`config.mk`:
```
export PLATFORM = sky130hd
export DESIGN_NAME = scal_post
export DESIGN_NICKNAME = d
export VERILOG_FILES = /design/src/scal_pkg.sv /design/src/scal_post.sv
export SDC_FILE = /design/constraint.sdc
export NUM_CORES = 1
export LEC_CHECK = 0
export ABC_CLOCK_PERIOD_IN_PS = 12240
export BUFFER_PORTS_ARGS = -buffer_cell sky130_fd_sc_hd__buf_4
export CAP_MARGIN = 20
export CORE_MARGIN = 2
export CORE_UTILIZATION = 30
export DETAILED_ROUTE_END_ITERATION = 6
export GPL_TIMING_DRIVEN = 0
export HOLD_SLACK_MARGIN = 0.08
export PLACE_DENSITY = 0.43
export SKIP_CTS_REPAIR_TIMING = 1
export SLEW_MARGIN = 20
export SYNTH_ARGS = -nofsm -noshare
export SYNTH_HDL_FRONTEND = slang
export SYNTH_SLANG_ARGS = --single-unit
```
`constraint.sdc`:
```
create_clock -name i_clk -period 12.24 [get_ports i_clk]
set_clock_uncertainty 0.15 [all_clocks]
set_input_delay 0 -clock i_clk [delete_from_list [all_inputs] [get_ports i_clk]]
set_output_delay 0 -clock i_clk [all_outputs]
set_load 0.03 [all_outputs]
```
`src/scal_pkg.sv`:
```
// Shared constants, angle table and widths for the segment geometry pipeline.
package scal_pkg;

    localparam int DEF_COORD_BITS    = 12;
    localparam int DEF_CORDIC_STAGES = 16;

    // Fraction bits of the rotated vector and headroom bits above the coordinate width.
    localparam int FRAC_BITS   = 16;
    localparam int VEC_EXTRA   = 20;

    // Angle in units of 2^-16 degree; 26 bits hold the worst case of about 190 degrees.
    localparam int ANGLE_BITS  = 26;
    localparam int ATAN_ENTRIES = 24;
    localparam int ATAN_BITS    = 22;

    localparam logic signed [ANGLE_BITS-1:0] DEG90 = ANGLE_BITS'(5898240);

    localparam int HEADING_BITS  = 15;
    localparam int SPAN_BITS     = 15;
    localparam int HEADING_MAX   = 11520;
    localparam int HEADING_ROUND = 512;
    localparam int HEADING_SHIFT = 10;

    localparam int GAIN      = 636751;
    localparam int GAIN_BITS = 20;
    localparam int SPAN_MAX  = 32767;
    localparam int SPAN_SHIFT = FRAC_BITS + 18;

    localparam logic [ATAN_BITS-1:0] ATAN_TABLE [ATAN_ENTRIES] = '{
        22'd2949120, 22'd1740967, 22'd919879, 22'd466945, 22'd234379, 22'd117304,
        22'd58666,   22'd29335,   22'd14668,  22'd7334,   22'd3667,   22'd1833,
        22'd917,     22'd458,     22'd229,    22'd115,    22'd57,     22'd29,
        22'd14,      22'd7,       22'd4,      22'd2,      22'd1,      22'd0
    };

    // atan(2^-i) in 2^-16 degree; zero past the end of the table.
    function automatic logic signed [ANGLE_BITS-1:0] atan_step(input int i);
        logic signed [ANGLE_BITS-1:0] v;
        v = '0;
        if (i < ATAN_ENTRIES) begin
            v = $signed(ANGLE_BITS'(ATAN_TABLE[5'(i)]));
        end
        return v;
    endfunction

endpackage

```
`src/scal_post.sv`:
```
// Output cell: scales the magnitude, rounds the angle and holds the finished result.
module scal_post #(
    parameter int COORD_BITS = scal_pkg::DEF_COORD_BITS,
    parameter int XW         = scal_pkg::DEF_COORD_BITS + scal_pkg::VEC_EXTRA,
    parameter int PW         = 6 * scal_pkg::DEF_COORD_BITS + 1
) (
    input  logic                                    i_clk,
    input  logic                                    i_rst_n,
    input  logic                                    i_valid,
    output logic                                    o_ready,
    input  logic signed [XW-1:0]                    i_x,
    input  logic signed [scal_pkg::ANGLE_BITS-1:0]  i_z,
    input  logic [PW-1:0]                           i_pay,
    output logic                                    o_valid,
    input  logic                                    i_ready,
    output logic [6*COORD_BITS-1:0]                 o_points,
    output logic [scal_pkg::HEADING_BITS-1:0]       o_heading,
    output logic [scal_pkg::SPAN_BITS-1:0]          o_span
);

    localparam int MW = XW + scal_pkg::GAIN_BITS;
    localparam int ZR = scal_pkg::ANGLE_BITS + 1;

    logic                                   r_valid;
    logic [6*COORD_BITS-1:0]                r_points;
    logic [scal_pkg::HEADING_BITS-1:0]      r_heading, n_heading;
    logic [scal_pkg::SPAN_BITS-1:0]         r_span, n_span;

    logic                                   zero;
    logic [XW-1:0]                          xp;
    logic [MW-1:0]                          prod, rnd, scaled;
    logic signed [ZR-1:0]                   zr, hs;

    assign o_ready = !r_valid || i_ready;
    assign zero    = i_pay[6*COORD_BITS];

    always_comb begin
        xp     = i_x[XW-1] ? '0 : i_x;
        prod   = MW'(xp) * MW'(scal_pkg::GAIN);
        rnd    = prod + (MW'(1) << (scal_pkg::SPAN_SHIFT - 1));
        scaled = rnd >> scal_pkg::SPAN_SHIFT;
        if (scaled > MW'(scal_pkg::SPAN_MAX)) begin
            n_span = scal_pkg::SPAN_BITS'(scal_pkg::SPAN_MAX);
        end else begin
            n_span = scaled[scal_pkg::SPAN_BITS-1:0];
        end

        zr = ZR'(i_z) + ZR'(scal_pkg::HEADING_ROUND);
        hs = zr >>> scal_pkg::HEADING_SHIFT;
        if (hs > ZR'(scal_pkg::HEADING_MAX)) begin
            n_heading = scal_pkg::HEADING_BITS'(scal_pkg::HEADING_MAX);
        end else if (hs < -ZR'(scal_pkg::HEADING_MAX)) begin
            n_heading = scal_pkg::HEADING_BITS'(-scal_pkg::HEADING_MAX);
        end else begin
            n_heading = hs[scal_pkg::HEADING_BITS-1:0];
        end

        // A segment of zero length has no direction; both results read zero.
        if (zero) begin
            n_heading = '0;
            n_span    = '0;
        end
    end

    always_ff @(posedge i_clk) begin
        if (!i_rst_n) begin
            r_valid <= 1'b0;
        end else if (o_ready) begin
            r_valid <= i_valid;
        end
        if (o_ready && i_valid) begin
            r_points  <= i_pay[6*COORD_BITS-1:0];
            r_heading <= n_heading;
            r_span    <= n_span;
        end
    end

    assign o_valid   = r_valid;
    assign o_points  = r_points;
    assign o_heading = r_heading;
    assign o_span    = r_span;

endmodule

```
Word-level counts from Yosys, hierarchy flattened --
Index checks and enable logic that the tools add are counted.
Storage, ports and cells: flip-flop bits (word level) 103, bits of input ports 135, output and inout bits 104
Cells by class: $add $sub $neg 2, $mul 1, $lt $le $gt $ge 3, multiplexer cells 4, reduce and logical (&&, ||, !) cells 5
Operators by type and width (count):
- 51-bit by 34-bit adder with 52-bit output, second input constant | 1
- 31-bit by 20-bit multiplier with 51-bit output, second input constant | 1
- 31-bit two-way mux | 1
- 15-bit two-way mux | 2
- 26-bit by 11-bit adder with 27-bit output, second input constant | 1
- 18-bit by 15-bit > comparator with 1-bit output, second input constant | 1
- 17-bit by 15-bit > comparator with 1-bit output, second input constant | 1
- 17-bit by 15-bit < comparator with 1-bit output, second input constant | 1
- 14-bit two-way mux | 1
- 3-bit OR reduction | 1
- 2-bit OR reduction | 1
- 1-bit logical AND | 1
- 1-bit zero test | 1
- 1-bit logical OR | 1

Depth between registers and ports, before layout --
depth in word-level cells 5, mapped depth 27, gate-level depth less buffers 24

Worst setup path after synthesis --
OpenSTA, ideal clock, no wires.
path kind input port to flip-flop, start point in i_x[31], end point reg r_span (netlist bit o_span[10]), data pin, library setup time 0.270 ns, arrival 6.694 ns, setup slack 5.126 ns, cell stages on the path 25, path buffers 4, cells stage by stage clkbuf_1 > clkbuf_1 > clkbuf_1 > nor2b_1 > fa_1 > inv_1 > fa_1 > fa_1 > inv_1 > fa_1 > fa_1 > fa_1 > inv_1 > fa_1 > inv_1 > ha_1 > a21oi_1 > o211ai_1 > a221oi_1 > a31oi_1 > nor3_1 > mux2i_1 > o211a_1 > buf_2 > a31oi_1
Between the ends: longest elaborated chain between the ends 5
RTL lines:
- from (decl) | RTL line scal_post.sv:11 | input logic signed [XW-1:0] i_x,
- 31-bit two-way mux * | RTL line scal_post.sv:38 | xp = i_x[XW-1] ? '0 : i_x;
- 31-bit by 20-bit multiplier with 51-bit output * | RTL line scal_post.sv:39 | prod = MW'(xp) * MW'(scal_pkg::GAIN);
- 51-bit by 34-bit adder with 52-bit output * | RTL line scal_post.sv:40 | rnd = prod + (MW'(1) << (scal_pkg::SPAN_SHIFT - 1));
- 18-bit by 15-bit > comparator with 1-bit output | RTL line scal_post.sv:42 | if (scaled > MW'(scal_pkg::SPAN_MAX)) begin
- 15-bit two-way mux * | RTL line scal_post.sv:42
- to (signal assigned) | RTL line scal_post.sv:74 | r_span <= n_span;
- to (decl) | RTL line scal_post.sv:27 | logic [scal_pkg::SPAN_BITS-1:0] r_span, n_span;
Mark *: on every way between the ends. The rest lies on a longest branch, timed or not. A chain may end at the register's enable or synchronous reset.

Final worst setup path --
start point in i_x[31], end point reg r_span (netlist bit o_span[13]), data pin
The elaborated chain is that of the path after synthesis.

==> metrics.cfg <==
[clock_tree]
clock_latency_ns = 0.34
cts_sinks = 103
cts_tree = yes
clkSlewWorstSetupHoldPaths_ns = 0.08
cts_max_path_buffers = 2
cts_max_level = 3
cts-root-buf = clkbuf_16
cts-buffers-inserted = 9

[sta]
timing.fmax_ghz = 0.113
period_needed_ns = 8.81
finalHoldViolations = 0
setup_viol = 0
setup_tns_ns = 0
slew_headroom_pct = 40.6
max_slew.worst_pin.slew_ns = 0.892
rsz0062_at_grt = false
drv_slew = 0
period_share_pct = 72.0

[drt]
drc = 0
wl_per_cell_microns = 18.9
via_per_inst = 4.58
wl_met1_mm = 21.5
vias = 11800
dr.pass1.iters = 5
wl_met3_mm = 2.01
routed-wl-met2_mm = 24.8
drt_iter0_markers = 646
ant_nets = 0
top_layer_used = met4
drt_wl_total_mm = 48.6

[critical_path]
cp_common_cell = fa_1
slowest_stage = clkbuf_1
slowest_delay_ns = 0.72
critPathKind = input pin to flip-flop
path_max_fanout = 10
crit_path_start_kind = input pin
crit_path_end_kind = flip-flop
worst-path-buf-inv = 9
path_delay_family = adder cells
cp.arrival_ns = 8.75
required_ns = 12.18

[power_and_ir_drop]
power.density_nw_per_um2 = 263
leakage_nw = 9.94
ir_drop_mv = 0.256
power_w = 0.00528

[floorplanning]
io_pins = 239
die_w_microns = 237
dieArea_sq_um = 56100
coreArea_sq_um = 53700
die_y_microns = 237
rows = 85
start_util_pct = 30.3

[placed_design]
gp_congestion = 0.851
portBuffers = 226
dp_hpwl_mm = 42.6

[logic_synthesis]
ys_seq_elements = 103
syn-num-nets = 2184
syn_avg_cell_area_sq_um = 10.5
synth_area_sq_um = 16300
synth_edf_count = 102
seq_area_frac_synth_pct = 19.0
async_flop_share_pct = 0
syn-instance-count = 1543
netlist-cell-type-count = 58
ys.flop_type = edfxtp_1
yosys_warnings = 0

[layout]
drive_gt1_share_pct = 13.9
antenna_cells = 0
syn2layout_area_growth_pct = 23.6
fin_nets = 2515

[global_route]
grt_first_pass_wirelength_mm = 74.7
grt_max_degree = 58
antenna_found_initial = 0
grt_overflow_total = 0
grt_pass1_vias = 12600
grt_usage_pct = 17.6

[status]
status = finished clean

[run]
drv_cap = 0

[hold_path]
hp-class = input pin to flip-flop

==> layout by cell type, fill, tap and decap left out, drive strengths merged, types with 4 or more instances in the layout <==
cell         count
inv            419
fa             288
buf            236
ha             218
edfxtp         102
dlygate4sd3     93
a21oi           63
nand2           58
nor2            47
xnor2           40
o21ai           30
clkbuf          27
nor2b           24
a31oi           23
nand2b          19
nand4           19
xor2            15
a21o            15
nand3           15
o211ai          15
and2            15
and3            11
nor3             8
a211oi           7
o2111ai          6
and4             5
o21a             5
o31ai            4
==> power by group <==
group,internal (W),total [W],switching [W]
sequential,0.000459,0.000472,0.0000131
clock,0.000164,0.000307,0.000143
combinational,0.00175,0.00450,0.00275
==> per-layer routing <==
layer | GRT usage (%) | vias up
li1 | - | 5605
met1 | 23.3 | 5902
met2 | 32.0 | 264
met3 | 2.05 | 20
met4 | 1.84 | 0
met5 | 0 | -
==> cells by family after synthesis <==
kind of cell	count (synthesis)	share of synthesized area, %
compound gates	196	7.76
xor+xnor	55	2.96
fa+ha+maj	506	52.2
buf+inv	443	10.3
flops	103	19.0
mux	3	0.185
simple gates	237	7.59
==> cell usage after synthesis (all sizes together), types with 6 or more instances <==
master,count,area [sq um]
o2111ai,6,52.6
and2,15,93.8
xnor2,40,350
nand3,15,75.1
a211oi,7,52.6
o211ai,15,113
nor3,8,40.0
nand2b,19,119
edfxtp,102,3060
and3,11,68.8
a21oi,63,319
a31oi,23,144
nor2,47,176
nand2,58,218
ha,218,2730
nor2b,24,150
buf,9,51.3
o21ai,30,150
inv,416,1560
nand4,19,134
a21o,15,113
xor2,15,131
fa,288,5770
clkbuf,18,67.6
==> path summary, 6_finish.rpt <==
| check | from | end | slack (ns) | cells past startpoint |
|---|---|---|---|---|
| worst max-delay path | i_x[31] | o_span[13] | 3.43 | 26 |
| worst min-delay path | i_z[22] | o_heading[12] | 0.08 | 4 |
| worst min register to register | o_valid | o_points[16] | 0.89 | 2 |
| worst max register to register | o_valid | o_points[41] | 10.39 | 3 |
==> worst register-to-register path: cells and delay by family (launching register included) <==
| kind | cells | cell delay (ns) |
|---|---|---|
| buffers and inverters | 1 | 0.35 |
| DFF | 1 | 0.32 |
| and+or+nand+nor | 2 | 0.69 |
==> per-stage QoR <==
step | hold WS (ns) | std cells | area [sq um] | utilization (%) | setup slack, ns
after detailed placement | 0.0293 | 2466 | 18900 | 35.1 | 2.98
final | 0.0810 | 2575 | 20100 | 37.4 | 3.43
after CTS | -0.350 | 2482 | 19200 | 35.7 | 3.34
after floorplan | -0.0511 | 1543 | 16300 | - | 5.13
after global routing | 0.104 | 2575 | 20100 | 37.4 | 2.83
after global placement | 0.0288 | 2465 | 18800 | 35.1 | 2.96
==> state kept, by name, indices dropped and copies added, names as in the netlist <==
register	cells
o_valid	1
o_heading	15
o_span	15
o_points	72
==> final cells by class <==
type	instances	area [sq um]
Fill cell	5469	33600
Multi-Input combinational cell	997	11500
Sequential cell	103	3080
Timing Repair Buffer	320	2660
Inverter	416	1560
Tap cell	696	871
Clock buffer	9	225
Buffer	27	119
Clock inverter	7	90.1
Note: power is estimated with default switching activity, not from simulation.
