==> src/scal_pkg.sv <==
// Shared constants, angle table and widths for the segment geometry pipeline.
package scal_pkg;

    localparam int DEF_COORD_BITS    = 12;
    localparam int DEF_CORDIC_STAGES = 16;

    // Fraction bits of the rotated vector and headroom bits above the coordinate width.
    localparam int FRAC_BITS   = 16;
    localparam int VEC_EXTRA   = 20;

    // Angle in units of 2^-16 degree; 26 bits hold the worst case of about 190 degrees.
    localparam int ANGLE_BITS  = 26;
    localparam int ATAN_ENTRIES = 24;
    localparam int ATAN_BITS    = 22;

    localparam logic signed [ANGLE_BITS-1:0] DEG90 = ANGLE_BITS'(5898240);

    localparam int HEADING_BITS  = 15;
    localparam int SPAN_BITS     = 15;
    localparam int HEADING_MAX   = 11520;
    localparam int HEADING_ROUND = 512;
    localparam int HEADING_SHIFT = 10;

    localparam int GAIN      = 636751;
    localparam int GAIN_BITS = 20;
    localparam int SPAN_MAX  = 32767;
    localparam int SPAN_SHIFT = FRAC_BITS + 18;

    localparam logic [ATAN_BITS-1:0] ATAN_TABLE [ATAN_ENTRIES] = '{
        22'd2949120, 22'd1740967, 22'd919879, 22'd466945, 22'd234379, 22'd117304,
        22'd58666,   22'd29335,   22'd14668,  22'd7334,   22'd3667,   22'd1833,
        22'd917,     22'd458,     22'd229,    22'd115,    22'd57,     22'd29,
        22'd14,      22'd7,       22'd4,      22'd2,      22'd1,      22'd0
    };

    // atan(2^-i) in 2^-16 degree; zero past the end of the table.
    function automatic logic signed [ANGLE_BITS-1:0] atan_step(input int i);
        logic signed [ANGLE_BITS-1:0] v;
        v = '0;
        if (i < ATAN_ENTRIES) begin
            v = $signed(ANGLE_BITS'(ATAN_TABLE[5'(i)]));
        end
        return v;
    endfunction

endpackage

==> src/scal_cell.sv <==
// One CORDIC vectoring cell: a single micro-rotation with its pipeline register.
module scal_cell #(
    parameter int XW    = scal_pkg::DEF_COORD_BITS + scal_pkg::VEC_EXTRA,
    parameter int PW    = 6 * scal_pkg::DEF_COORD_BITS + 1,
    parameter int STAGE = 0
) (
    input  logic                                    i_clk,
    input  logic                                    i_rst_n,
    input  logic                                    i_valid,
    output logic                                    o_ready,
    input  logic signed [XW-1:0]                    i_x,
    input  logic signed [XW-1:0]                    i_y,
    input  logic signed [scal_pkg::ANGLE_BITS-1:0]  i_z,
    input  logic [PW-1:0]                           i_pay,
    output logic                                    o_valid,
    input  logic                                    i_ready,
    output logic signed [XW-1:0]                    o_x,
    output logic signed [XW-1:0]                    o_y,
    output logic signed [scal_pkg::ANGLE_BITS-1:0]  o_z,
    output logic [PW-1:0]                           o_pay
);

    localparam logic signed [scal_pkg::ANGLE_BITS-1:0] STEP = scal_pkg::atan_step(STAGE);

    logic                                   r_valid;
    logic signed [XW-1:0]                   r_x, n_x;
    logic signed [XW-1:0]                   r_y, n_y;
    logic signed [scal_pkg::ANGLE_BITS-1:0] r_z, n_z;
    logic [PW-1:0]                          r_pay;
    logic signed [XW-1:0]                   xs, ys;

    assign o_ready = !r_valid || i_ready;

    always_comb begin
        // Arithmetic shifts round toward minus infinity, as the rotation expects.
        xs = i_x >>> STAGE;
        ys = i_y >>> STAGE;
        if (!i_y[XW-1]) begin
            n_x = i_x + ys;
            n_y = i_y - xs;
            n_z = i_z + STEP;
        end else begin
            n_x = i_x - ys;
            n_y = i_y + xs;
            n_z = i_z - STEP;
        end
    end

    always_ff @(posedge i_clk) begin
        if (!i_rst_n) begin
            r_valid <= 1'b0;
        end else if (o_ready) begin
            r_valid <= i_valid;
        end
        if (o_ready && i_valid) begin
            r_x   <= n_x;
            r_y   <= n_y;
            r_z   <= n_z;
            r_pay <= i_pay;
        end
    end

    assign o_valid = r_valid;
    assign o_x     = r_x;
    assign o_y     = r_y;
    assign o_z     = r_z;
    assign o_pay   = r_pay;

endmodule

==> config.mk <==
export PLATFORM = sky130hd
export DESIGN_NAME = scal_cell
export DESIGN_NICKNAME = d
export VERILOG_FILES = /design/src/scal_pkg.sv /design/src/scal_cell.sv
export SDC_FILE = /design/constraint.sdc
export NUM_CORES = 1
export LEC_CHECK = 0
export BUFFER_PORTS_ARGS = -buffer_cell sky130_fd_sc_hd__buf_4
export CORE_MARGIN = 3
export CORE_UTILIZATION = 52
export DETAILED_ROUTE_END_ITERATION = 8
export PLACE_DENSITY_LB_ADDON = 0.1
export SLEW_MARGIN = 15
export SYNTH_ARGS = -nofsm -noshare
export SYNTH_HDL_FRONTEND = slang
export SYNTH_SLANG_ARGS = --single-unit
==> constraint.sdc <==
create_clock -name i_clk -period 5.81 [get_ports i_clk]
set_clock_uncertainty 0.1 [all_clocks]
set_input_delay 0.2905 -clock i_clk [delete_from_list [all_inputs] [get_ports i_clk]]
set_output_delay 0.2905 -clock i_clk [all_outputs]
set_load 0.005 [all_outputs]
# Word-level counts from Yosys, hierarchy flattened
# Cells that the tools add are included.
# op_classes
n_reduce_logical	3
add_sub_neg	5
n_mux	3
# ops
cell	n
2-to-1 mux 32 bit	2
subtractor 32 bit	2
adder 32 bit	1
adder 26 x 23 -> 26 bit (second input constant)	1
2-to-1 mux 26 bit	1
subtractor 26 x 23 -> 26 bit (second input constant)	1
logical AND 1 bit	1
logical NOT 1 bit	1
logical OR 1 bit	1
# word_totals
elab_cells	16
register_bits	164

# Logic depth before layout (Yosys ltp)
# Gate-level depths: netlist (run 1).
# depth
ltp_word	3
ltp_mapped	13
depth_no_buf	13

# Worst setup path before layout (run 1)
# OpenSTA, ideal clock, no wires.
# synth_timing
path_kind	input to register
from	input port i_ready
to	register r_pay[0] (netlist: o_pay[0]), enable pin
setup_time_ns	0.542
setup_slack_ns	1.013
path_stages	2
required_ns	5.168
t_arrival_ns	4.155
cell_sequence	nand2b_1 > and2_1
# synth_via
elab_chain_len	2
# synth_rtl
element	line_no	source
from (decl)	scal_cell.sv:16	input logic i_ready,
logical OR 1 bit	scal_cell.sv:32	assign o_ready = !r_valid || i_ready;
logical AND 1 bit	scal_cell.sv:55	if (o_ready && i_valid) begin
to (signal assigned)	scal_cell.sv:59	r_pay <= i_pay;
to (decl)	scal_cell.sv:29	logic [PW-1:0] r_pay;
# Every way passes these cells.
# A chain may end at the register's enable or synchronous reset.

# Final worst setup path (run 1)
# layout_timing
from	input port i_x[2]
to	register r_y[31] (netlist: o_y[31]) (data pin)
# layout_via
elab_chain_len	2
word_cells_on_any_way	3
# layout_rtl
element	line_no	source
from (decl)	scal_cell.sv:11	input logic signed [XW-1:0] i_x,
subtractor 32 bit or adder 32 bit (tied branches)	scal_cell.sv:40, scal_cell.sv:44	
2-to-1 mux 32 bit *	scal_cell.sv:38	if (!i_y[XW-1]) begin
named net n_y[31]	scal_cell.sv:27	logic signed [XW-1:0] r_y, n_y;
to (signal assigned)	scal_cell.sv:57	r_y <= n_y;
to (decl)	scal_cell.sv:27	
# Mark *: on every way through the listed nets, which the timed path passes. The rest lies on a longest branch.

==> metrics.md, run 1 <==
| Metric | Value |
|---|---|
| PortBufs | `331` |
| Synth async-reset ratio | `0%` |
| Met2 WL | `18200 um` |
| Mapped Area | `10340 um^2` |
| CTS-repair resized insts | `0` |
| Area share of fa/ha/maj cells after synthesis | `13.12%` |
| Area of the multi-input gates | `4906 um^2` |
| Post-route ant nets | `0` |
| Antenna violations before repair | `0` |
| Post-synthesis mux area share | `1.464%` |
| CP max FO | `9` |
| Period utilization | `60.72%` |
| Endpoints failing hold | `0` |
| #FFs+latches synth | `163` |
| Worst vdd rail ir drop | `0.1853 mV` |
| Fin area | `14510 um^2` |
| Arrival time worst endpoint | `3.61 ns` |
| Avg Inst Size Synth | `10.54 um^2` |
| Remaining routing DRC violations | `0` |
| Die Wd | `147.0 um` |
| NumNets Final | `1657` |
| Num ports | `332` |
| Finished Layout Cells | `1657` |
| Vias in the first global route | `9331` |
| Synth Flop Type | `edfxtp_1` |
| Synth cell types | `76` |
| Die height | `147.0 um` |
| Met3 WL | `3214 um` |
| Filler Cells Inserted | `1336` |
| Synth warnings | `0` |
| Row cnt | `50` |
| Core region area | `19140 um^2` |
| Layout area overhead | `40.31%` |
| Root Driver | `clkbuf_16` |
| Global Route Usage Sum | `34.02%` |
| Max cap viols | `0` |
| Cells after Synth | `981` |
| Pre-CTS WS | `2.016 ns` |
| Slew Viols, Final | `0` |
| RSZ-0062 raised after global routing | `no` |
| Clock sink count | `163` |
| Synth Area in Compound Gates | `17.51%` |
| Antenna fix cells | `0` |
| Simple-gate portion of the synthesized area | `9.486%` |
| Initial Util | `54.02%` |
| Xor/xnor share of the synthesized area | `5.844%` |
| CTS tree | `built` |
| Via count | `9721` |
| Final setup vio count | `0` |
| Actual slew at the worst max-slew pin | `1.074 ns` |
| Reg clk slew, reported paths | `0.08 ns` |
| Total Power | `3.651 mW` |
| CP endpoint kind | `register` |
| Fmax | `283.4 MHz` |
| Starting DRT DRC Count | `967` |
| Reg-to-reg slack, setup | `3.48 ns` |
| Startpoint types | `input pin` |
| FF+latch area | `4885 um^2` |
| CTS Buf Count | `17` |
| Final setup margin | `2.282 ns` |
| GRT overflow | `0` |
| Hold slack | `0.06120 ns` |
| Worst skew pair latency | `0.44 ns` |
| First-pass detailed-route iteration total | `6` |
| Seq/Total Area, Yosys | `47.24%` |
| DR WL/cell | `22.97 um` |
| Met1 WL | `14440 um` |
| Status | `finished, final reports clean` |
| Largest net degree at the start of global routing | `98` |
| Final core utilization | `75.80%` |
| H-tree depth | `4` |
| Post-route minimum period | `3.528 ns` |
| Worst slew margin | `28.43%` |
| Die area | `21610 um^2` |
| Final wirelength | `38070 um` |
| Critical path class | `input pin to register` |
| Largest family of logic cells by synthesized area | `compound AO/OA/AOI/OAI gates` |
| CTS Buffer Depth | `2` |
| Hpwl dp | `25500 um` |
| Share of cells above drive strength 1 | `27.70%` |
| Leak pwr | `6.417 nW` |
| Syn nets | `1254` |
| TNS Setup | `0 ns` |
| First-pass GRT wire length | `56540 um` |
| Number of synthesized flops with an enable pin | `162` |
| Pwr dens | `251.6 nW/um^2` |
| Via/cell ratio | `5.867` |
| Highest routed layer | `met4` |
| Routability Congestion | `0.9371` |
| Dpl cells | `1535` |
| Post-Place Cell Area | `13010 um^2` |
| Req. time, crit path | `5.89 ns` |
| Worst hold-check path type | `input pin to register` |
[synthesized netlist by cell type (14+ instances only)]
cell / count / area [um^2]
a21o_1: 15 / 112.6
a21oi_1: 101 / 505.5
clkbuf_1: 26 / 97.59
edfxtp_1: 162 / 4865
ha_1: 102 / 1276
inv_1: 97 / 364.1
mux2i_1: 14 / 140.1
nand2_1: 48 / 180.2
nand2b_1: 14 / 87.58
nor2_1: 81 / 304.0
o21ai_0: 65 / 325.3
o21bai_1: 18 / 135.1
xnor2_1: 55 / 481.7
xor2_1: 14 / 122.6
[cells in the final DEF (no fill, tap or decap), types with 15 or more instances in the layout]
cell	n
buf_4	333
edfxtp_1	162
ha_1	102
a21oi_1	101
inv_1	97
dlygate4sd3_1	90
nor2_1	81
o21ai_0	65
xnor2_1	55
nand2_1	48
o21bai_1	18
clkbuf_16	17
a21o_1	15
[registers in the layout (all words and copies together), names as in the netlist]
name and cells:
o_pay 73, o_y 32, o_x 31, o_z 26, o_valid 1
[kinds of logic (layout without fill, tap and decap cells)]
kind of cell	after synthesis	after routing
buffers and inverters	140	556
flip-flops	163	163
AND/OR/NAND/NOR	210	210
XOR/XNOR	69	69
AO/OA/AOI/OAI	278	278
multiplexers	15	15
adder cells (fa/ha/maj)	106	106
[critical path: stages]
cell      delay [ns]
buf_4           0.10
inv_1           0.04
ha_1            0.46
nand3b_1        0.18
a21oi_1         0.20
o21ai_0         0.18
o21ai_0         0.67
a31oi_1         0.26
a31oi_1         0.35
a211oi_1        0.20
or2_2           0.33
a32oi_1         0.24
xnor2_1         0.10
[power breakdown]
part / internal (mW) / total, mW / switching [mW]
clock: 0.577 / 1.14 / 0.568
combinational: 0.468 / 1.02 / 0.554
sequential: 1.45 / 1.48 / 0.0399
[final cells by class]
type                            instances  area share (%)
Clock inverter                         15           1.173
Inverter                              100           2.604
Timing Repair Buffer                  424           23.58
Tap cell                              260           2.242
Sequential cell                       163           33.66
Multi-Input combinational cell        678           33.81
Clock buffer                           17           2.932
[path summary, 6_finish.rpt]
check	from	end	depth (start not counted)
setup / recovery	i_x[2]	o_y[31]$_DFFE_PP_	13
setup reg to reg	o_valid$_SDFFE_PN0N_	o_y[22]$_DFFE_PP_	3
hold reg to reg	o_valid$_SDFFE_PN0N_	o_valid$_SDFFE_PN0N_	2
hold / removal	i_valid	o_valid$_SDFFE_PN0N_	3
[layer usage]
layer | up-vias | global-route usage [%]
li1 | 4310 | -
met1 | 4648 | 42.44
met2 | 650 | 56.14
met3 | 113 | 7.372
met4 | 0 | 17.10
met5 | - | 0
[repair_timing]
| item | 4_1_cts | 5_1_grt |
|---|---|---|
| setup buffers | 0 | 0 |
| endpoints found under the hold margin | 90 | 0 |
| hold buffers | 90 | 0 |
Note: power is estimated with default switching activity, not from simulation.
==> run 2: changes to the inputs <==
ABC_AREA = 1   (was unset)
CORE_UTILIZATION = 49   (was 52)
clock period = 3.2 ns   (was 5.81 ns; I/O delays follow)
==> run 2 against run 1 <==
Critical path depth fell by 1. Register-to-register slack got worse by 2.3 ns. Global-route usage fell by 1.1 points. Die area rose by 28%. Combinational power rose by 110%. Routed wire length rose by 25%. Cell count rose by 49%. Non-clock buffer count rose by 6. Sequential power rose by 79%. Worst setup slack got worse by 1.2 ns. Via count rose by 35%. Design area rose by 17%. Critical path type unchanged. Largest cell class unchanged.
==> metrics.md, run 2 <==
| Metric | Value |
|---|---|
| Status | `finished, final reports clean` |
| Filler Cells Inserted | `2130` |
| Via/cell ratio | `5.324` |
| Reg clk slew, reported paths | `0.08 ns` |
| Commonest cells post-synth | `553 x nand2_1, 300 x inv_1, 162 x edfxtp_1, 142 x nand3_1, 117 x nor2_1` |
| Worst slew margin | `38.18%` |
| Core region area | `25250 um^2` |
| Fmax | `473.2 MHz` |
| Met3 WL | `3853 um` |
| CP max FO | `5` |
| Initial Util | `50.00%` |
| CTS Buf Count | `17` |
| Synth area leaders | `edfxtp_1 39%, nand2_1 16%, ha_1 10%, inv_1 8.9%, nand3_1 5.6%` |
| Die Wd | `166.5 um` |
| Hold_buf cts | `93` |
| Layout area overhead | `34.06%` |
| Startpoint types | `input pin` |
| Commonest non-fill, non-tap cell in the layout | `nand2_1` |
| Hpwl dp | `35740 um` |
| PortBufs | `331` |
| Global Route Usage Sum | `32.96%` |
| Post-route ant nets | `0` |
| Cells after Synth | `1712` |
| Finished Layout Cells | `2462` |
| CTS Buffer Depth | `2` |
| Final setup vio count | `0` |
| Mapped Area | `12630 um^2` |
| Synth async-reset ratio | `0%` |
| Antenna violations before repair | `1` |
| Vias in the first global route | `12360` |
| Post-route minimum period | `2.113 ns` |
| Arrival time worst endpoint | `2.21 ns` |
| Leak pwr | `8.684 nW` |
| Share of cells above drive strength 1 | `19.52%` |
| Leading area contributor after synthesis | `edfxtp_1` |
| Die height | `166.5 um` |
| Slowest stage delay, CP | `0.52 ns` |
| Yosys top cell area share | `38.53%` |
| TNS Setup | `0 ns` |
| Met1 WL | `19120 um` |
| H-tree depth | `4` |
| Req. time, crit path | `3.30 ns` |
| First-pass GRT wire length | `71330 um` |
| GRT overflow | `0` |
| Post-Place Cell Area | `15360 um^2` |
| Critical path class | `input pin to register` |
| RSZ-0062 raised after global routing | `no` |
| Fin area | `16930 um^2` |
| Root Driver | `clkbuf_16` |
| Pwr dens | `417.4 nW/um^2` |
| Num ports | `332` |
| Period utilization | `66.03%` |
| Max cap viols | `0` |
| Avg Inst Size Synth | `7.375 um^2` |
| Slew Viols, Final | `0` |
| Via count | `13108` |
| Seq/Total Area, Yosys | `38.69%` |
| Highest routed layer | `met4` |
| Final core utilization | `67.02%` |
| #FFs+latches synth | `163` |
| Worst skew pair latency | `0.45 ns` |
| Die area | `27730 um^2` |
| First-pass detailed-route iteration total | `7` |
| Clock sink count | `163` |
| Synth warnings | `0` |
| Synth cell types | `41` |
| Syn nets | `1985` |
| CTS tree | `built` |
| Final setup margin | `1.087 ns` |
| CP endpoint kind | `register` |
| DR WL/cell | `19.33 um` |
| Final wirelength | `47580 um` |
| Routability Congestion | `0.9781` |
| Met2 WL | `22500 um` |
| Starting DRT DRC Count | `1439` |
| Synth Flop Type | `edfxtp_1` |
| Endpoints failing hold | `0` |
| Total setup buffers inserted after CTS | `0` |
| Number of synthesized flops with an enable pin | `162` |
| Critical-path top delay cell | `fa_1` |
| Row cnt | `58` |
| Dpl cells | `2336` |
| Remaining routing DRC violations | `0` |
| Actual slew at the worst max-slew pin | `0.9252 ns` |
| CTS-repair resized insts | `0` |
| Commonest non-fill, non-tap cells in the layout | `553 x nand2_1, 335 x buf_4, 299 x inv_1` |
| Crit path top cell by count | `nand2_1` |
| Worst hold-check path type | `input pin to register` |
| Max FFs per register | `73` |
| Pre-CTS WS | `0.6646 ns` |
| Largest net degree at the start of global routing | `67` |
| Count leader, synth | `nand2_1` |
| NumNets Final | `2391` |
| Worst vdd rail ir drop | `0.2978 mV` |
| Cell chain of the critical path | `buf_4 -> inv_1 -> ha_1 -> fa_1 -> o21bai_1 -> nand2_1 -> nand2_1 -> inv_1 -> nor2_1 -> o21ai_0 -> nand3_1 -> nand2_1` |
[run 2: kinds of logic after synthesis]
family / after synthesis / synth area share [%]
buf+inv: 351 / 11.07
compound gates: 183 / 8.017
fa+ha+maj: 106 / 10.74
flops: 163 / 38.69
simple gates: 876 / 29.19
xor+xnor: 33 / 2.289
[run 2: layout make-up]
cell class / instances / area (um^2) / area share (%)
repair buffers: 430 / 3486 / 20.59
flip-flops and latches: 163 / 4886 / 28.87
clock buffers: 17 / 425.4 / 2.513
well taps: 330 / 412.9 / 2.439
clock inverters: 15 / 202.7 / 1.198
inverters: 308 / 1156 / 6.830
diodes: 1 / 2.502 / 0.01478
multi-input cells: 1198 / 6355 / 37.54
[run 2: path summary, 6_finish.rpt]
kind	from	endpoint	slack (ns)	depth (start not counted)
hold / removal	i_z[25]	o_z[25]$_DFFE_PP_	0.04	3
setup reg to reg	o_valid$_SDFFE_PN0N_	o_y[21]$_DFFE_PP_	1.15	2
setup / recovery	i_y[0]	o_y[16]$_DFFE_PP_	1.09	12
hold reg to reg	o_valid$_SDFFE_PN0N_	o_pay[34]$_DFFE_PP_	0.73	1
[run 2: metal layers]
| metal | global-route usage (%) | vias to the layer above |
|---|---|---|
| met5 | 0 | - |
| met4 | 12.41 | 0 |
| met3 | 4.629 | 116 |
| met2 | 55.63 | 716 |
| met1 | 43.33 | 6031 |
| li1 | - | 6245 |
[run 2: critical path: cells and delay by family]
kind	cells	cell delay, ns
adder cells (fa/ha/maj)	2	0.72
AND/OR/NAND/NOR	5	0.57
AO/OA/AOI/OAI	2	0.51
buffers and inverters	3	0.25
[run 2: stage by stage]
stage               hold slack [ns]  total power, mW
global route                0.05291            7.374
finish                      0.04152            7.066
CTS                         0.03372            6.990
floorplan                    0.1589            3.835
detailed placement           0.2396            4.700
global placement             0.2381            4.671
[run 2: report_power, final]
| part | internal, mW | leakage, nW | switching [mW] |
|---|---|---|---|
| Clock | 1.14 | 0.306 | 1.09 |
| Combinational | 0.862 | 6.80 | 1.31 |
| Sequential | 2.59 | 1.58 | 0.0639 |
| Total | 4.59 | 8.68 | 2.47 |
