## src/scal_pkg.sv

```systemverilog
// Shared constants, angle table and widths for the segment geometry pipeline.
package scal_pkg;

    localparam int DEF_COORD_BITS    = 12;
    localparam int DEF_CORDIC_STAGES = 16;

    // Fraction bits of the rotated vector and headroom bits above the coordinate width.
    localparam int FRAC_BITS   = 16;
    localparam int VEC_EXTRA   = 20;

    // Angle in units of 2^-16 degree; 26 bits hold the worst case of about 190 degrees.
    localparam int ANGLE_BITS  = 26;
    localparam int ATAN_ENTRIES = 24;
    localparam int ATAN_BITS    = 22;

    localparam logic signed [ANGLE_BITS-1:0] DEG90 = ANGLE_BITS'(5898240);

    localparam int HEADING_BITS  = 15;
    localparam int SPAN_BITS     = 15;
    localparam int HEADING_MAX   = 11520;
    localparam int HEADING_ROUND = 512;
    localparam int HEADING_SHIFT = 10;

    localparam int GAIN      = 636751;
    localparam int GAIN_BITS = 20;
    localparam int SPAN_MAX  = 32767;
    localparam int SPAN_SHIFT = FRAC_BITS + 18;

    localparam logic [ATAN_BITS-1:0] ATAN_TABLE [ATAN_ENTRIES] = '{
        22'd2949120, 22'd1740967, 22'd919879, 22'd466945, 22'd234379, 22'd117304,
        22'd58666,   22'd29335,   22'd14668,  22'd7334,   22'd3667,   22'd1833,
        22'd917,     22'd458,     22'd229,    22'd115,    22'd57,     22'd29,
        22'd14,      22'd7,       22'd4,      22'd2,      22'd1,      22'd0
    };

    // atan(2^-i) in 2^-16 degree; zero past the end of the table.
    function automatic logic signed [ANGLE_BITS-1:0] atan_step(input int i);
        logic signed [ANGLE_BITS-1:0] v;
        v = '0;
        if (i < ATAN_ENTRIES) begin
            v = $signed(ANGLE_BITS'(ATAN_TABLE[5'(i)]));
        end
        return v;
    endfunction

endpackage

```

## src/scal_prep.sv

```systemverilog
// Front cell: orders the end points, forms the midpoint and pre-rotates the difference vector.
module scal_prep #(
    parameter int COORD_BITS = scal_pkg::DEF_COORD_BITS,
    parameter int XW         = scal_pkg::DEF_COORD_BITS + scal_pkg::VEC_EXTRA,
    parameter int PW         = 6 * scal_pkg::DEF_COORD_BITS + 1
) (
    input  logic                                    i_clk,
    input  logic                                    i_rst_n,
    input  logic                                    i_valid,
    output logic                                    o_ready,
    input  logic [COORD_BITS-1:0]                   i_ax,
    input  logic [COORD_BITS-1:0]                   i_ay,
    input  logic [COORD_BITS-1:0]                   i_bx,
    input  logic [COORD_BITS-1:0]                   i_by,
    output logic                                    o_valid,
    input  logic                                    i_ready,
    output logic signed [XW-1:0]                    o_x,
    output logic signed [XW-1:0]                    o_y,
    output logic signed [scal_pkg::ANGLE_BITS-1:0]  o_z,
    output logic [PW-1:0]                           o_pay
);

    logic                                   r_valid;
    logic signed [XW-1:0]                   r_x, n_x;
    logic signed [XW-1:0]                   r_y, n_y;
    logic signed [scal_pkg::ANGLE_BITS-1:0] r_z, n_z;
    logic [PW-1:0]                          r_pay, n_pay;

    logic signed [COORD_BITS:0] dx, dy, x0, y0;
    logic signed [XW-1:0]       xe, ye;
    logic [COORD_BITS-1:0]      lx, ly, rx, ry, mx, my, adx, ady, minx, miny;
    logic                       zero;

    assign o_ready = !r_valid || i_ready;

    always_comb begin
        dx = $signed({1'b0, i_bx}) - $signed({1'b0, i_ax});
        dy = $signed({1'b0, i_ay}) - $signed({1'b0, i_by});

        // A stays on the left on a tie in x.
        if (i_ax > i_bx) begin
            lx = i_bx; ly = i_by; rx = i_ax; ry = i_ay;
        end else begin
            lx = i_ax; ly = i_ay; rx = i_bx; ry = i_by;
        end

        if (i_ax < i_bx) begin
            minx = i_ax; adx = i_bx - i_ax;
        end else begin
            minx = i_bx; adx = i_ax - i_bx;
        end
        if (i_ay < i_by) begin
            miny = i_ay; ady = i_by - i_ay;
        end else begin
            miny = i_by; ady = i_ay - i_by;
        end
        mx = minx + (adx >> 1);
        my = miny + (ady >> 1);

        zero = (i_ax == i_bx) && (i_ay == i_by);

        // Vectors in the left half plane are turned by a quarter turn first.
        if (dx[COORD_BITS]) begin
            if (!dy[COORD_BITS]) begin
                x0 = dy; y0 = -dx; n_z = scal_pkg::DEG90;
            end else begin
                x0 = -dy; y0 = dx; n_z = -scal_pkg::DEG90;
            end
        end else begin
            x0 = dx; y0 = dy; n_z = '0;
        end

        xe  = XW'(x0);
        ye  = XW'(y0);
        n_x = xe <<< scal_pkg::FRAC_BITS;
        n_y = ye <<< scal_pkg::FRAC_BITS;
        n_pay = {zero, my, mx, ry, rx, ly, lx};
    end

    always_ff @(posedge i_clk) begin
        if (!i_rst_n) begin
            r_valid <= 1'b0;
        end else if (o_ready) begin
            r_valid <= i_valid;
        end
        if (o_ready && i_valid) begin
            r_x   <= n_x;
            r_y   <= n_y;
            r_z   <= n_z;
            r_pay <= n_pay;
        end
    end

    assign o_valid = r_valid;
    assign o_x     = r_x;
    assign o_y     = r_y;
    assign o_z     = r_z;
    assign o_pay   = r_pay;

endmodule

```

## config.mk

```make
export PLATFORM = sky130hd
export DESIGN_NAME = scal_prep
export DESIGN_NICKNAME = d
export VERILOG_FILES = /design/src/scal_pkg.sv /design/src/scal_prep.sv
export SDC_FILE = /design/constraint.sdc
export NUM_CORES = 1
export LEC_CHECK = 0
export BUFFER_PORTS_ARGS = -buffer_cell sky130_fd_sc_hd__buf_2
export CAP_MARGIN = 30
export CORE_MARGIN = 4
export CORE_UTILIZATION = 59
export CTS_BUF_LIST = sky130_fd_sc_hd__clkbuf_4 sky130_fd_sc_hd__clkbuf_8 sky130_fd_sc_hd__clkbuf_16
export DETAILED_ROUTE_END_ITERATION = 7
export GPL_ROUTABILITY_DRIVEN = 0
export HOLD_SLACK_MARGIN = 0.06
export PLACE_DENSITY_LB_ADDON = 0.2
export SYNTH_ARGS = -nofsm -noshare
export SYNTH_HDL_FRONTEND = slang
export SYNTH_SLANG_ARGS = --single-unit
```

## constraint.sdc

```tcl
create_clock -name i_clk -period 11.9 [get_ports i_clk]
set_input_delay 1.785 -clock i_clk [delete_from_list [all_inputs] [get_ports i_clk]]
set_output_delay 1.785 -clock i_clk [all_outputs]
set_load 0.01 [all_outputs]
```

### Word level (Yosys, flattened, before mapping)

Index checks and enable logic that the tools add are counted.

* mux-type cells: 13
* magnitude comparators: 3
* $add $sub $neg: 10
* equality and inequality tests: 2
* reductions and logical operators: 4

Operators by type and width (count)
* 12-bit two-way mux: 8
* 13-bit two-way mux: 4
* 12-bit subtractor: 4
* 26-bit two-way mux: 1
* 13-bit negator: 2
* 12-bit by 12-bit subtractor with 13-bit output: 2
* 12-bit by 11-bit adder with 12-bit output: 2
* 12-bit equality test: 2
* 12-bit < comparator: 2
* 12-bit greater-than comparator: 1
* 1-bit logical AND: 2
* 1-bit zero test: 1
* 1-bit logical OR: 1

* bits of input ports: 52
* register bits: 126

### Logic depth before layout (Yosys ltp)

Gate-level depths: netlist of the first run.

* depth in word-level cells: 4
* mapped depth: 22
* mapped depth without buffers: 20

### Worst setup path before layout of the first run

Ideal clock, no wire load.

* kind: input -> register
* start point: input port i_ay[0]
* end point: register r_pay[70] (netlist: o_pay[70]), data pin
* stages: 21
* arrival: 5.644 ns
* slack: 5.998 ns
* cell sequence: inv_1 ha_1 inv_1 fa_1 a21o_1 a221oi_4 a21oi_4 a311oi_4 buf_6 nor2_1 a21o_1 ha_1 fa_1 a21o_1 a21oi_1 o21bai_1 a21oi_1 o21ai_0 a21o_1 a21oi_1 xnor2_1

* word-level cells in the longest chain between the ends: 3
* elaborated cells between the ends (all ways): 6

RTL lines
* from (decl): RTL line scal_prep.sv:12 `input logic [COORD_BITS-1:0] i_ay,`
* 12-bit subtractor (tied with other cells): RTL line scal_prep.sv:55 `miny = i_by; ady = i_ay - i_by;`
* 12-bit two-way mux: RTL line scal_prep.sv:52 `if (i_ay < i_by) begin`
* 12-bit by 11-bit adder with 12-bit output *: RTL line scal_prep.sv:58 `my = miny + (ady >> 1);`
* named net my[10]: RTL line scal_prep.sv:31 `logic [COORD_BITS-1:0] lx, ly, rx, ry, mx, my, adx, ady, minx, miny;`
* to (signal assigned): RTL line scal_prep.sv:90 `r_pay <= n_pay;`
* to (decl): RTL line scal_prep.sv:27 `logic [PW-1:0] r_pay, n_pay;`

Mark *: on every way through the listed nets, which the timed path passes. The rest lies on a longest branch.
A chain may end at the register's enable or synchronous reset.

### Final worst setup path of the first run

Same ends and word-level chain as after synthesis.

==> results.ini, run 1 <==
[sta]
worst_slew_pin_slew_ns=0.999
fin_worst_skew_ns=0.00649
fmaxAchievable_mhz=146
holdWs_ns=0.570
final_setup_violation_count=0
rsz0062_at_grt=no
fin_ws_ns=5.07
timing_max_transition_violations_final=0
hold_violations=0
slew_headroom_pct=33.4
finalCriticalPeriod_ns=6.83
post-route-period-util_pct=57.4
finalSetupTns_ns=0

[logic_synthesis]
seq_area_frac_synth_pct=35.9
yosysWarnings=0
cell_area_after_synthesis_um2=8580
synthesis.area_per_instance_um2=9.02
synth_enable_flop_cells=102
synth_seq_cells=103
postSynthCellCount=952
synth-async-reset-ratio_pct=0
yosys.cell_types.count=70
ys.flop_type=edfxtp_1

[setup_path]
timing_worst_setup_path_type=primary input to flip-flop
cp_data_arrival_time_ns=6.93
worstPathMaxFanout=35
crit_path_start_kind=primary input
critPathRequiredTime_ns=12.00
crit_path_end_kind=flip-flop

[place]
post_detailed_placement_half_perimeter_wirelength_mm=14.5
dpl_worst_slack_ns=4.79
port-buffer-count=167
dpl_cell_area_um2=9180

[power]
pwr_density_nw_per_um2=150
total_switching_power_w=0.000509
part_of_the_power_in_registers_pct=36.3
cell_internal_pwr_w=0.000908
leakagePower_nw=4.25
max-vdd-ir-drop_uv=84.2
pwr-share-comb_pct=42.9
net_sw_share_pct=35.9
power.clock.fraction_pct=20.8

[global_route]
wire_length_of_the_first_global_routing_pass_mm=30.6
grt_start_max_net_pins=62
grt_util_all_layers_pct=22.8
grt_pass1_vias=6202
antenna_violations_before_repair=0
globalRouteOverflowTotal=0

[cts]
cts_hold_buf=0
cts_resized=0
h-tree-depth=3
cts.sinks=103
cts_buffer_depth=2
cts_setup_buffers=0
cts.reportedPaths.clkPinSlew_ns=0.07
tritoncts=yes
cts_inserted_buffers=9
cts_root_buffer=clkbuf_16
clk_latency_ns=0.35

[floorplanning]
num_rows=43
dieArea_um2=16500
die_width_um=129
fp.coreArea_um2=14000
initial_cell_density_of_the_core_pct=61.1
io_pins=217
chipHeight_um=129

[drt]
postRouteWirelength_mm=19.3
firstDrtPassIters=5
post_drt_via_cell_ratio=5.53
drcViolationCount=0
wire_length_per_cell_after_detailed_routing_um=15.3
drt.antenna.violating_nets=0
route.vias.total=6969
dr.first_iter.drc_count=486

[layout]
syn_to_final_growth_pct=10.3
final_design_area_no_fill_um2=9470
fin_util_pct=67.5
num-nets-final=1206
drive_gt1_share_pct=19.3
antenna_cells=0

[hold_path]
min_path_type=flip-flop to flip-flop

[job]
max-cap-violations=0

[run_status]
run_status=finished, final reports clean

Yosys cell counts (all sizes together), types with 4 or more instances:
cell type	instances	area share, %
buf	90	7.3
or2	4	0.29
mux2i	14	1.6
o21a	6	0.52
nor3	22	1.3
a21oi	55	3.5
nor2b	13	0.95
nor4	7	0.90
o21bai	5	0.44
inv	64	2.8
o21ai	118	6.9
o211ai	7	0.67
a31oi	6	0.51
nand2	127	5.6
fa	6	1.4
nand2b	8	0.58
a211oi	8	0.70
ha	71	10
nand3	13	0.76
xor2	26	2.7
edfxtp	102	36
nor2	45	2.0
or3	5	0.36
clkbuf	16	0.70
a21o	18	1.6
and3	5	0.36
nand4	4	0.29
xnor2	44	4.5
area by class of cell:
cell class | instances | area, um2
repair buffers | 172 | 873
fillers | 1176 | 4570
multi-input cells | 726 | 4760
well taps | 180 | 225
inverters | 65 | 244
clock inverters | 4 | 47.5
clock buffers | 11 | 240
flip-flops and latches | 103 | 3080
registers in the layout (all words and copies together) (netlist names):
name	cells
o_x	13
o_pay	73
o_z	3
o_valid	1
o_y	13
worst paths after layout:
check	startpoint	endpoint	slack, ns	depth (start not counted)
min reg2reg	o_valid$_SDFFE_PN0N_	o_valid$_SDFFE_PN0N_	0.57	2
max	i_ay[0]	o_pay[70]$_DFFE_PP_	5.07	22
min	o_valid$_SDFFE_PN0N_	o_valid$_SDFFE_PN0N_	0.57	2
max reg2reg	o_valid$_SDFFE_PN0N_	o_y[18]$_DFFE_PP_	9.83	3
cell families after synthesis:
kind of cell	count (synthesis)	share of synthesized area, %
flops	103	35.9
simple gates	263	14.3
other cells	1	0.0437
mux	15	1.76
buf+inv	171	10.9
xor+xnor	70	7.14
fa+ha+maj	77	11.7
compound gates	252	18.3
power by group through the flow:
| stage | registers, W | clock network [W] | logic (W) |
|---|---|---|---|
| floorplan | 0.000562 | 0 | 0.000419 |
| global placement | 0.000523 | 0 | 0.000594 |
| detailed placement | 0.000523 | 0 | 0.000604 |
| CTS | 0.000516 | 0.000300 | 0.000609 |
| global route | 0.000521 | 0.000314 | 0.000678 |
| finish | 0.000515 | 0.000295 | 0.000607 |
critical path: stages:
cell      delay (ns)
buf_2           0.12
inv_1           0.07
ha_1            0.16
inv_1           0.05
fa_1            0.43
a21o_1          0.23
a221oi_4        0.36
a21oi_4         0.15
a311oi_4        0.68
buf_4           0.46
nor2_1          0.10
a21o_1          0.17
ha_1            0.23
fa_1            0.40
a21o_1          0.19
a21oi_1         0.22
o21bai_1        0.10
a21oi_1         0.31
o21ai_0         0.22
a21o_1          0.22
a21oi_1         0.17
xnor2_1         0.09
metal layers:
layer	GRT usage, %	vias up	share of wire (%)
li1	-	3486	-
met1	33.3	3212	46
met2	34.8	253	45
met3	3.61	18	7.3
met4	7.35	0	1.7
met5	0	-	0
layout by cell type (no fill, tap or decap), types with 4 or more instances in the layout:
| cell type | count |
|---|---|
| or3_1 | 5 |
| conb_1 | 49 |
| nand2b_1 | 8 |
| nor2_1 | 43 |
| mux2i_1 | 14 |
| nand3_1 | 13 |
| and3_1 | 5 |
| nand2_1 | 127 |
| buf_2 | 167 |
| clkbuf_16 | 9 |
| ha_1 | 71 |
| o21bai_1 | 5 |
| o211ai_1 | 6 |
| o21a_1 | 6 |
| a21o_1 | 18 |
| nor3_1 | 21 |
| edfxtp_1 | 102 |
| a211oi_1 | 8 |
| nand4_1 | 4 |
| buf_4 | 5 |
| a21oi_1 | 51 |
| xnor2_1 | 44 |
| inv_1 | 64 |
| o21ai_1 | 21 |
| a31oi_1 | 5 |
| fa_1 | 6 |
| xor2_1 | 26 |
| o21ai_0 | 96 |
| nor2b_1 | 13 |
stage by stage:
| step | total power [W] | std cells |
|---|---|---|
| floorplan | 0.000980 | 1000 |
| global placement | 0.00112 | 1246 |
| detailed placement | 0.00113 | 1246 |
| CTS | 0.00143 | 1261 |
| global route | 0.00151 | 1261 |
| finish | 0.00142 | 1261 |
No activity file was read; power rests on OpenSTA's default activity.
==> run 2: changes to the inputs <==
- CORE_UTILIZATION: 59 -> 50
- clock period: 11.9 -> 6 ns (I/O delays scaled with it)
==> run 2 against run 1 <==
Power rose by 100%. Routed wire length up 2.2%. First-iteration DRC count is 14% lower. Largest cell class unchanged.
==> results.ini, run 2 (synthesized netlist as in run 1, its figures left out) <==
[run_status]
run_status=finished, final reports clean

[place]
dpl_worst_slack_ns=0.398
post_detailed_placement_half_perimeter_wirelength_mm=15.0
post-place-cells=1290
port-buffer-count=167

[layout]
drive_gt1_share_pct=19.8
syn_to_final_growth_pct=11.5
most_frequent_standard_cell_in_the_layout_excluding_fill_and_tap_cells=buf_2
largest_register_ffs=73
num-nets-final=1210
mostFrequentLayoutCells=167 x buf_2, 127 x nand2_1, 102 x edfxtp_1
antenna_cells=0
final_cells=1306

[floorplanning]
die_width_um=139
io_pins=217
dieArea_um2=19300
initial_cell_density_of_the_core_pct=51.4
num_rows=47
fp.coreArea_um2=16700
chipHeight_um=139

[cts]
cts_root_buffer=clkbuf_16
tritoncts=yes
cts_inserted_buffers=9
h-tree-depth=3
cts_hold_buf=0
cts.sinks=103
cts_buffer_depth=2
clk_latency_ns=0.34
cts_setup_buffers=0
cts_resized=0
cts.reportedPaths.clkPinSlew_ns=0.07

[global_route]
globalRouteOverflowTotal=0
wire_length_of_the_first_global_routing_pass_mm=32.0
grt_util_all_layers_pct=19.8
antenna_violations_before_repair=0
grt_start_max_net_pins=70
grt_pass1_vias=6241

[setup_path]
rrSetupSlack_ns=3.93
r2r.worst_path.cells=3
slowest_delay_ns=0.46
path_delay_family=compound AO/OA/AOI/OAI gates
crit_path_start_kind=primary input
critical_path.cell_chain=buf_2 -> inv_1 -> ha_1 -> inv_1 -> fa_1 -> a21o_1 -> a221oi_4 -> a21oi_4 -> a311oi_4 -> buf_4 -> mux2i_1 -> xor2_1 -> ha_1 -> a21oi_1 -> o21bai_1 -> a21oi_1 -> o21ai_0 -> a21o_1 -> a21oi_1 -> xnor2_1
worstReg2RegStart=o_valid$_SDFFE_PN0N_
slowest_cell_on_the_critical_path=buf_4
cp_data_arrival_time_ns=5.41
timing.critical_path.buf_inv=4
timing_worst_setup_path_type=primary input to flip-flop
cp_common_cell=a21oi_1
worstPathMaxFanout=40
r2r_end=o_pay[63]$_DFFE_PP_
crit_path_end_kind=flip-flop
critPathRequiredTime_ns=6.10

[power]
leakagePower_nw=4.28
max-vdd-ir-drop_uv=169
total_switching_power_w=0.00102
power.clock.fraction_pct=21.3
cell_internal_pwr_w=0.00182
part_of_the_power_in_registers_pct=35.9
pwr_density_nw_per_um2=297
net_sw_share_pct=35.8
pwr-share-comb_pct=42.7

[sta]
rsz0062_at_grt=no
fmaxAchievable_mhz=188
hold_violations=0
slew_headroom_pct=39.3
fin_ws_ns=0.687
fin_worst_skew_ns=0.00533
finalSetupTns_ns=0
timing_max_transition_violations_final=0
final_setup_violation_count=0
worst_slew_pin_slew_ns=0.911
finalCriticalPeriod_ns=5.31
post-route-period-util_pct=88.5
holdWs_ns=0.531

[drt]
dr.first_iter.drc_count=417
postRouteWirelength_mm=19.7
wire_length_per_cell_after_detailed_routing_um=15.1
post_drt_via_cell_ratio=5.28
firstDrtPassIters=5
drcViolationCount=0
route.vias.total=6898
drt.antenna.violating_nets=0

[hold_path]
hold_crit_start=o_valid$_SDFFE_PN0N_
min_delay_path_depth=2
min_to=o_valid$_SDFFE_PN0N_
min_path_type=flip-flop to flip-flop

[job]
max-cap-violations=0

[run 2: power groups by stage]
stage | Sequential, W | Combinational, W | Clock (W)
5_1_grt | 0.00104 | 0.00136 | 0.000655
2_1_floorplan | 0.00111 | 0.000830 | 0
3_5_place_dp | 0.00104 | 0.00121 | 0
6_report | 0.00102 | 0.00122 | 0.000607
3_3_place_gp | 0.00104 | 0.00120 | 0
4_1_cts | 0.00102 | 0.00122 | 0.000622
[run 2: cell type report]
type	instances	area, um2
clock buffer	13	262
fill	1566	7130
tap	220	275
inverter	65	244
sequential	103	3080
timing repair buffer	176	903
clock inverter	3	43.8
multi-input combinational	726	4760
[run 2: worst max path at each step]
stage / from / to / slack, ns / cells past startpoint
floorplan: i_ay[0] / o_pay[70]$_DFFE_PP_ / 0.98 / 21
global placement: i_ay[0] / o_pay[70]$_DFFE_PP_ / 0.48 / 20
detailed placement: i_ay[0] / o_pay[70]$_DFFE_PP_ / 0.40 / 20
CTS: i_ay[0] / o_pay[70]$_DFFE_PP_ / 0.71 / 20
global route: i_ay[0] / o_pay[70]$_DFFE_PP_ / 0.28 / 20
finish: i_ay[0] / o_pay[70]$_DFFE_PP_ / 0.69 / 20
[run 2: routing by layer]
layer	wire length, um	track usage, %
met4	237	5.20
met1	9700	29.6
met3	1170	2.52
met5	0	0
met2	8580	30.5
[run 2: per-stage QoR]
| step | util, % | power (W) | cell area, um2 |
|---|---|---|---|
| final | 57.3 | 0.00284 | 9570 |
| after global routing | 57.3 | 0.00305 | 9570 |
| after CTS | 57.3 | 0.00287 | 9570 |
| after detailed placement | 55.5 | 0.00225 | 9260 |
| after global placement | 55.5 | 0.00224 | 9260 |
| after floorplan | - | 0.00194 | 8760 |
[run 2: worst min-delay path, stage by stage, from the launching register on]
cell	delay [ns]
dfxtp_1	0.31
nand2b_1	0.09
a21boi_0	0.08
==> run 3: changes to the inputs <==
- BUFFER_PORTS_ARGS: -buffer_cell sky130_fd_sc_hd__buf_2 -> -buffer_cell sky130_fd_sc_hd__clkbuf_2
==> run 3 against run 2 <==
Clock power increased by 8.7%. Clock skew increased by 0.0011 ns. Routed wire length decreased by 0.98%. Sequential share of layout area decreased by 0.17 points. Setup slack got worse by 0.0015 ns. Die area unchanged. Core utilization increased by 0.30 points. Power increased by 2.0%. Sequential power about the same. Register-to-register slack got worse by 0.04 ns. Combinational power about the same. Critical endpoint unchanged. Largest cell class unchanged.
==> results.ini, run 3 (synthesized netlist as in run 1, its figures left out) <==
[run_status]
run_status=finished, final reports clean

[sta]
hold_violations=0
finalCriticalPeriod_ns=5.31
final_setup_violation_count=0
finalSetupTns_ns=0
post-route-period-util_pct=88.6
timing_max_transition_violations_final=0
worst_slew_pin_slew_ns=0.788
fmaxAchievable_mhz=188
rsz0062_at_grt=no
slew_headroom_pct=47.3
fin_ws_ns=0.686
fin_worst_skew_ns=0.00643

[global_route]
grt_start_max_net_pins=60
wire_length_of_the_first_global_routing_pass_mm=31.8
grt_util_all_layers_pct=19.7
grt_pass1_vias=6341
globalRouteOverflowTotal=0
antenna_violations_before_repair=0

[layout]
largest_register_ffs=73
final_cells=1307
fin_util_pct=57.6
mostFrequentLayoutCells=167 x clkbuf_2, 127 x nand2_1, 102 x edfxtp_1
fillers=1513
antenna_cells=0
most_frequent_standard_cell_in_the_layout_excluding_fill_and_tap_cells=clkbuf_2
syn_to_final_growth_pct=12.1
drive_gt1_share_pct=19.9
num-nets-final=1211

[setup_path]
critPathRequiredTime_ns=6.10
cp_data_arrival_time_ns=5.41
r2r.worst_path.cells=3
timing_worst_setup_path_type=primary input to flip-flop
worstPathMaxFanout=40
crit_path_end_kind=flip-flop
crit_path_start_kind=primary input

[cts]
cts.reportedPaths.clkPinSlew_ns=0.07
cts_hold_buf=0
cts.sinks=103
cts_inserted_buffers=9
cts_root_buffer=clkbuf_16
tritoncts=yes
cts_buffer_depth=2
clk_latency_ns=0.35
cts_setup_buffers=0
h-tree-depth=3
cts_resized=0

[power]
p_total_w=0.00290
leakagePower_nw=4.33
power.clock.fraction_pct=22.8
max-vdd-ir-drop_uv=143
part_of_the_power_in_registers_pct=35.4
net_sw_share_pct=35.3
pwr_density_nw_per_um2=301
total_switching_power_w=0.00102
cell_internal_pwr_w=0.00187
pwr-share-comb_pct=41.8

[drt]
drt.antenna.violating_nets=0
firstDrtPassIters=5
post_drt_via_cell_ratio=5.22
postRouteWirelength_mm=19.5
dr.first_iter.drc_count=441
wire_length_per_cell_after_detailed_routing_um=14.9
drcViolationCount=0
route.vias.total=6823

[floorplanning]
io_pins=217
chipHeight_um=139
die_width_um=139
initial_cell_density_of_the_core_pct=51.4
dieArea_um2=19300
num_rows=47
fp.coreArea_um2=16700

[place]
post_detailed_placement_half_perimeter_wirelength_mm=14.9
dpl_worst_slack_ns=0.371
port-buffer-count=167
post-place-cells=1291

[hold_path]
min_delay_path_depth=2
min_path_type=flip-flop to flip-flop

[job]
max-cap-violations=0

==> run 3: per-layer routing <==
layer	vias up	GRT usage (%)	share of wire, %
li1	3489	-	-
met1	3115	28.9	50
met2	204	30.9	43
met3	15	3.07	5.5
met4	0	4.74	1.1
met5	-	0	0
==> run 3: final cells by class <==
class                      count  area [um2]  share of cell area [%]
multi-input combinational    726        4760                    49.5
sequential                   103        3080                    32.0
timing repair buffer         177         923                    9.60
tap                          220         275                    2.86
clock buffer                  13         268                    2.78
inverter                      65         244                    2.54
clock inverter                 3        67.6                   0.702
==> run 3: power groups by stage <==
stage                     logic (W)  registers (W)  clock network, W
after floorplan            0.000830        0.00111                 0
after global placement      0.00120        0.00104                 0
after detailed placement    0.00121        0.00104                 0
after CTS                   0.00122        0.00103          0.000674
after global routing        0.00136        0.00104          0.000706
final                       0.00121        0.00103          0.000660
==> run 3: worst max-delay path: stages <==
cell and delay, ns:
clkbuf_2 0.11, inv_1 0.07, ha_1 0.17, inv_1 0.06, fa_1 0.42, a21o_1 0.22, a221oi_4 0.36, a21oi_4 0.16
a311oi_4 0.43, buf_4 0.47, mux2i_1 0.29, xor2_1 0.18, ha_1 0.28, a21oi_1 0.23, o21bai_1 0.09, a21oi_1 0.28
o21ai_0 0.22, a21o_1 0.22, a21oi_1 0.17, xnor2_1 0.08
==> run 3: per-stage QoR <==
stage,instance area (um2),hold WS (ns)
floorplan,8760,0.610
global placement,9280,0.523
detailed placement,9280,0.543
CTS,9620,0.553
global route,9620,0.592
finish,9620,0.550
==> run 3: worst paths after layout <==
check                                            end            startpoint  slack [ns]
worst max-delay path             o_pay[70]$_DFFE_PP_               i_ay[0]        0.69
worst min-delay path            o_valid$_SDFFE_PN0N_  o_valid$_SDFFE_PN0N_        0.55
worst max register to register   o_pay[71]$_DFFE_PP_  o_valid$_SDFFE_PN0N_        3.89
worst min register to register  o_valid$_SDFFE_PN0N_  o_valid$_SDFFE_PN0N_        0.55
